File: src/ebre_pkg.sv
// ----------------------------------------------------------------------------
// ebre_pkg
// Shared types, widths and fixed filter coefficients of the EMG band-pass,
// rectify and envelope block.
// ----------------------------------------------------------------------------
`default_nettype none

package ebre_pkg;

  localparam int NCH            = 4;
  localparam int NZ             = 8;
  localparam int X_W            = 16;
  localparam int COEF_W         = 27;
  localparam int DEN_W          = 31;
  localparam int Z_W            = 48;
  localparam int Y_W            = 34;
  localparam int BAND_W         = 26;
  localparam int LEVEL_W        = 25;
  localparam int WINDOW_LEN_DEF = 128;
  localparam int AVG_TAPS_DEF   = 32;

  localparam logic signed [COEF_W-1:0] NUM_Q27 [9] = '{
    27'sd8543377, 27'sd0, -27'sd34173507, 27'sd0, 27'sd51260261,
    27'sd0, -27'sd34173507, 27'sd0, 27'sd8543377
  };

  localparam logic signed [DEN_W-1:0] DEN_Q27 [9] = '{
    31'sd134217728, -31'sd497391384, 31'sd796392639, -31'sd783139516,
    31'sd570252074, -31'sd306540360, 31'sd104311010, -31'sd20792228,
    31'sd2919298
  };

  localparam logic signed [COEF_W-1:0] TMPL_Q27 [NZ] = '{
    -27'sd8543377, -27'sd8543377, 27'sd25630130, 27'sd25630130,
    -27'sd25630130, -27'sd25630130, 27'sd8543377, 27'sd8543377
  };

  typedef logic signed [X_W-1:0] sample_t;

  typedef struct packed {
    logic load;
    logic pre;
    logic ycalc;
    logic mul;
    logic upd;
    logic div1;
    logic div2;
    logic div3;
    logic primed;
    logic win_start;
  } ebre_ctl_t;

  typedef struct packed {
    logic signed [BAND_W-1:0] band;
    logic [LEVEL_W-1:0]       level;
  } lane_res_t;

endpackage

`default_nettype wire

File: src/ebre_out_if.sv
// ----------------------------------------------------------------------------
// ebre_out_if
// Output channel: band-pass outputs, envelope levels and the window flag.
// ----------------------------------------------------------------------------
`default_nettype none

interface ebre_out_if;
  logic               valid;
  logic               ready;
  logic signed [25:0] band_ch0;
  logic signed [25:0] band_ch1;
  logic signed [25:0] band_ch2;
  logic signed [25:0] band_ch3;
  logic [24:0]        level_ch0;
  logic [24:0]        level_ch1;
  logic [24:0]        level_ch2;
  logic [24:0]        level_ch3;
  logic               window_end;

  modport source (output valid, band_ch0, band_ch1, band_ch2, band_ch3,
                  level_ch0, level_ch1, level_ch2, level_ch3, window_end,
                  input ready);
  modport sink (input valid, band_ch0, band_ch1, band_ch2, band_ch3,
                level_ch0, level_ch1, level_ch2, level_ch3, window_end,
                output ready);
endinterface

`default_nettype wire

File: src/ebre_merge.sv
// ----------------------------------------------------------------------------
// ebre_merge
// Gathers the four lane results and the window flag into one output word
// and holds it until the sink takes it.
// ----------------------------------------------------------------------------
`default_nettype none

module ebre_merge import ebre_pkg::*; (
  input  wire logic      clk,
  input  wire logic      rst,
  input  wire logic      load,
  input  wire lane_res_t res [NCH],
  input  wire logic      wend,
  output logic           can_load,
  ebre_out_if.source     out
);

  assign can_load = !out.valid || out.ready;

  always_ff @(posedge clk) begin
    if (rst) begin
      out.valid <= 1'b0;
    end else if (load) begin
      out.valid <= 1'b1;
    end else if (out.ready) begin
      out.valid <= 1'b0;
    end
  end

  always_ff @(posedge clk) begin
    if (load) begin
      out.band_ch0   <= res[0].band;
      out.band_ch1   <= res[1].band;
      out.band_ch2   <= res[2].band;
      out.band_ch3   <= res[3].band;
      out.level_ch0  <= res[0].level;
      out.level_ch1  <= res[1].level;
      out.level_ch2  <= res[2].level;
      out.level_ch3  <= res[3].level;
      out.window_end <= wend;
    end
  end

endmodule

`default_nettype wire

File: src/flat_wrapper.sv
// flat-port wrapper written by rule: the top's interface ports become plain ports
module ebre_merge_flat import ebre_pkg::*;
  (clk, rst, load, res, wend, can_load, out_valid, out_band_ch0, out_band_ch1, out_band_ch2, out_band_ch3, out_level_ch0, out_level_ch1, out_level_ch2, out_level_ch3, out_window_end, out_ready);
  ebre_out_if out_i ();
  input  wire logic clk;
  input  wire logic rst;
  input  wire logic load;
  input  wire lane_res_t res[NCH];
  input  wire logic wend;
  output logic can_load;
  output wire logic [$bits(out_i.valid)-1:0] out_valid;
  output wire logic [$bits(out_i.band_ch0)-1:0] out_band_ch0;
  output wire logic [$bits(out_i.band_ch1)-1:0] out_band_ch1;
  output wire logic [$bits(out_i.band_ch2)-1:0] out_band_ch2;
  output wire logic [$bits(out_i.band_ch3)-1:0] out_band_ch3;
  output wire logic [$bits(out_i.level_ch0)-1:0] out_level_ch0;
  output wire logic [$bits(out_i.level_ch1)-1:0] out_level_ch1;
  output wire logic [$bits(out_i.level_ch2)-1:0] out_level_ch2;
  output wire logic [$bits(out_i.level_ch3)-1:0] out_level_ch3;
  output wire logic [$bits(out_i.window_end)-1:0] out_window_end;
  input wire logic [$bits(out_i.ready)-1:0] out_ready;
  assign out_valid = out_i.valid;
  assign out_band_ch0 = out_i.band_ch0;
  assign out_band_ch1 = out_i.band_ch1;
  assign out_band_ch2 = out_i.band_ch2;
  assign out_band_ch3 = out_i.band_ch3;
  assign out_level_ch0 = out_i.level_ch0;
  assign out_level_ch1 = out_i.level_ch1;
  assign out_level_ch2 = out_i.level_ch2;
  assign out_level_ch3 = out_i.level_ch3;
  assign out_window_end = out_i.window_end;
  assign out_i.ready = out_ready;
  ebre_merge u_core (.clk(clk), .rst(rst), .load(load), .res(res), .wend(wend), .can_load(can_load), .out(out_i));
endmodule
File: config.mk
export PLATFORM = sky130hd
export DESIGN_NAME = ebre_merge_flat
export DESIGN_NICKNAME = d
export VERILOG_FILES = /design/src/ebre_pkg.sv /design/src/ebre_out_if.sv /design/src/ebre_merge.sv /design/src/flat_wrapper.sv
export SDC_FILE = /design/constraint.sdc
export NUM_CORES = 1
export LEC_CHECK = 0
export BUFFER_PORTS_ARGS = -buffer_cell sky130_fd_sc_hd__buf_2
export CAP_MARGIN = 20
export CORE_AREA = 8 8 158 160
export DETAILED_ROUTE_END_ITERATION = 16
export DIE_AREA = 0 0 166 168
export PLACE_DENSITY = 0.58
export SYNTH_ARGS = -nofsm -noshare
export SYNTH_HDL_FRONTEND = slang
export SYNTH_SLANG_ARGS = --single-unit
File: constraint.sdc
create_clock -name clk -period 0.8 [get_ports clk]
set_input_delay 0.04 -clock clk [delete_from_list [all_inputs] [get_ports clk]]
set_output_delay 0.04 -clock clk [all_outputs]
set_load 0.01 [all_outputs]
==> results of run 1 <==
==> metrics by stage <==
step	hold WS (ns)	instances	TNS (ns)	cell area (um2)	util, %
global placement	0.205	922	-11.19	8780	39.3
floorplan	0.102	209	0	6200	-
detailed placement	0.203	922	-11.66	8780	39.3
==> cell usage after synthesis, drive strengths merged <==
master | n | area share [%]
nand2b | 1 | 0.22
dfxtp | 1 | 0.32
a21oi | 1 | 0.14
edfxtp | 205 | 99
inv | 1 | 0.060
==> cell families after synthesis <==
kind of cell,count (synthesis)
AO/OA/AOI/OAI,1
buffers and inverters,1
flip-flops,206
AND/OR/NAND/NOR,1
==> qor.csv, run 1 <==
metric;value;unit
start_util;27.7;%
synth_seq_cells;206;
portBuffers;415;
cts_resized;4;
ys_warn_count;0;
synth_compound_area_share;0.141;%
cts_hold_buf;193;
dp_worst_setup_slack;-0.0989;ns
rows;55;
firstError;[ERROR RSZ-0060] Max buffer count reached.;
synthMuxAreaShare;0;%
netlist_area;6200;um2
status;did not finish;
yosys.area_share.simple;0.222;%
cts_root_buf;clkbuf_16;
h-tree-depth;1;
synth_cell_types;5;
fp.dieH;168;um
ys_seq_area_share;99.6;%
synth_top_family_by_area;simple AND/OR/NAND/NOR gates;
syn_inst;209;
die_w;166;um
synthAdderAreaFrac;0;%
post_cts_buffers;0;
clockBufferDepth;3;
routabilityCongestion;0.770;
post_synth.cell_area_avg;29.7;um2
dpl.hpwl;14.9;mm
ios;416;
synth_nets;418;
numClockSinks;206;
stop_stage;4_1_cts;
cts_buffers;23;
yosys.area_share.xor_xnor;0;%
==> inputs of run 2 (changes only) <==
--- a/config.mk
+++ b/config.mk
@@ -7,10 +7,10 @@
 export LEC_CHECK = 0
 export BUFFER_PORTS_ARGS = -buffer_cell sky130_fd_sc_hd__buf_2
 export CAP_MARGIN = 20
-export CORE_AREA = 8 8 158 160
+export CORE_MARGIN = 8
+export CORE_UTILIZATION = 20
 export DETAILED_ROUTE_END_ITERATION = 16
-export DIE_AREA = 0 0 166 168
-export PLACE_DENSITY = 0.58
+export PLACE_DENSITY_LB_ADDON = 0.15
 export SYNTH_ARGS = -nofsm -noshare
 export SYNTH_HDL_FRONTEND = slang
 export SYNTH_SLANG_ARGS = --single-unit
==> constraint.sdc (replaced) <==
create_clock -name clk -period 1.04 [get_ports clk]
set_input_delay 0.052 -clock clk [delete_from_list [all_inputs] [get_ports clk]]
set_output_delay 0.052 -clock clk [all_outputs]
set_load 0.01 [all_outputs]
==> qor.csv, run 2 <==
metric;value;unit
fin_crit;1.11;ns
wl_per_cell;16.8;um
dp_worst_setup_slack;0.0731;ns
cap_violations;0;
path_buf_inv;1;
grt_pass1_vias;5585;
r2r-start;u_core.out.valid;
holdWs;0.248;ns
reg2reg_to;u_core.out.valid;
layout_common_cells;buf_2 (403), dlygate4sd3_1 (208), edfxtp_1 (205);
powerDensity;1740;nW/um2
synthMuxAreaShare;0;%
h-tree-depth;1;
synth-async-reset-ratio;0;%
cts_tree;done;
cts_buffers;24;
drt_wl_total;21.6;mm
drt_iter0_markers;107;
syn2layout_area_growth;91.7;%
crit_path_max_incr_delay;0.41;ns
fill_cells;2857;
combPwrFrac;11.4;%
rows;64;
path_clk_slew;0.06;ns
finalClockSkew;0;ns
clk-insertion-delay-late;0.51;ns
die_w;192;um
synth_cell_types;5;
drt_first_pass_iters;4;
yosys.area_share.simple;0.222;%
drive_above_1_share;52.5;%
min_period_over_period;107;%
fin_nets;1084;
violations;setup timing;
synth_area_leader_cell;edfxtp_1;
synth.area.top_cells;edfxtp_1 (99%), dfxtp_1 (0.32%), nand2b_4 (0.22%), a21oi_2 (0.14%), inv_1 (0.061%);
crit_required;0.99;ns
synth_nets;418;
num_vias;4699;
yosys.area_share.xor_xnor;0;%
critical_path_class;reg2out;
clockBufferDepth;3;
post_cts_buffers;0;
setup_viol;199;
regArea;6180;um2
max_freq;0.897;GHz
numClockSinks;206;
cpLargestDelayFamily;flip-flops;
fin_util;38.9;%
synth_top_family_by_area;simple AND/OR/NAND/NOR gates;
fin_ws;-0.0750;ns
pwr-share-seq;48.7;%
status;finished, violations left;
portBuffers;415;
yosysMostFrequentCell;edfxtp_1;
switching_share;21.1;%
synthAdderAreaFrac;0;%
path_cells;buf_6;
antenna_found_initial;2;
synth_compound_area_share;0.141;%
holdPathEnd;u_core.out.band_ch2[2];
vias_per_cell;3.65;
p_sw;0.00436;W
reg2reg_slack;0.43;ns
reg2reg_depth;2;
p_int;0.0163;W
hp-start;res[78];
synth-edff-count;205;
post_synth.cell_area_avg;29.7;um2
finalPower;0.0206;W
hold_path.class;in2reg;
arrival;1.06;ns
ios;416;
netlist_area;6200;um2
ys_seq_area_share;99.6;%
whs_path_depth;2;
grt_pass1_wl;31.0;mm
clkPwrFrac;39.9;%
yosysTopAreaCellShare;99.3;%
coreArea;30600;um2
cp_slowest_cell;edfxtp_1;
synth_seq_cells;206;
tightest_slew;0.294;ns
overflow;0;
peakVddDrop;0.00140;V
maxSlewViolCount;0;
synth_common_cells;edfxtp_1 (205), a21oi_2 (1), dfxtp_1 (1), inv_1 (1), nand2b_4 (1);
cts_root_buf;clkbuf_16;
synth_flop_cell;edfxtp_1;
gr-usage-all-layers;10.8;%
fp.dieH;192;um
ant_nets;0;
ys_warn_count;0;
cp_max_fo;1;
dpl.hpwl;16.4;mm
syn_inst;209;
dieArea;36900;um2
multiInputGateArea;22.5;um2
mostFrequentLayoutCell;buf_2;
crit_path_end_kind;output pin;
start_util;20.3;%
startpoint_type;register;
fin_setup_tns;-5.40;ns
slew_headroom;80.4;%
finalHoldViolCount;0;
grt_max_degree;33;
rsz0062_at_grt;true;
drc;0;
p_leak;5.04;nW
routabilityCongestion;0.793;
## run 2: cells by family after synthesis
family          Yosys count
flops                   206
compound gates            1
simple gates              1
buf+inv                   1
## run 2: layout make-up
type,count,area share [%]
flip-flops and latches,206,52.0
repair buffers,640,37.0
multi-input cells,2,0.189
clock buffers,31,5.45
inverters,1,0.0316
clock inverters,12,1.13
diodes,1,0.0211
well taps,396,4.17
## run 2: per-stage QoR
| stage | instance area, um2 | std cells |
|---|---|---|
| final | 11900 | 1289 |
| after global routing | 11900 | 1289 |
| after CTS | 11800 | 1288 |
| after detailed placement | 8950 | 1037 |
| after global placement | 8950 | 1037 |
| after floorplan | 6200 | 209 |
## run 2: what timing repair did
action	4_1_cts	5_1_grt
pin swaps	0	0
hold buffers	208	0
gates resized for setup	7	13
endpoints found under the hold margin	213	0
endpoints found under the setup margin	207	207
## run 2: worst max path at each step
stage | from | to | slack (ns) | cells past startpoint
after floorplan | u_core.out.valid | u_core.out.valid | 0.38 | 2
after global placement | load | u_core.out.level_ch2[17] | 0.1 | 2
after detailed placement | load | u_core.out.band_ch2[16] | 0.07 | 2
after CTS | u_core.out.band_ch3[21] | out_band_ch3[21] | -0.13 | 1
after global routing | u_core.out.band_ch0[24] | out_band_ch0[24] | -0.12 | 1
final | u_core.out.level_ch3[8] | out_level_ch3[8] | -0.07 | 1
## run 2: routing by layer
metal	share of wire [%]	global-route usage [%]
met3	10	4.28
met5	0.060	0
met2	52	20.1
met4	3.2	3.97
met1	34	10.7
## run 2: power by group through the flow
| stage | sequential (W) | combinational (W) | clock, W |
|---|---|---|---|
| finish | 0.0100 | 0.00236 | 0.00823 |
| floorplan | 0.0106 | 0.00000791 | 0 |
| detailed placement | 0.0102 | 0.00174 | 0 |
| global route | 0.0101 | 0.00254 | 0.00882 |
| CTS | 0.0101 | 0.00238 | 0.00857 |
| global placement | 0.0102 | 0.00173 | 0 |
No activity file was read; power rests on OpenSTA's default activity.
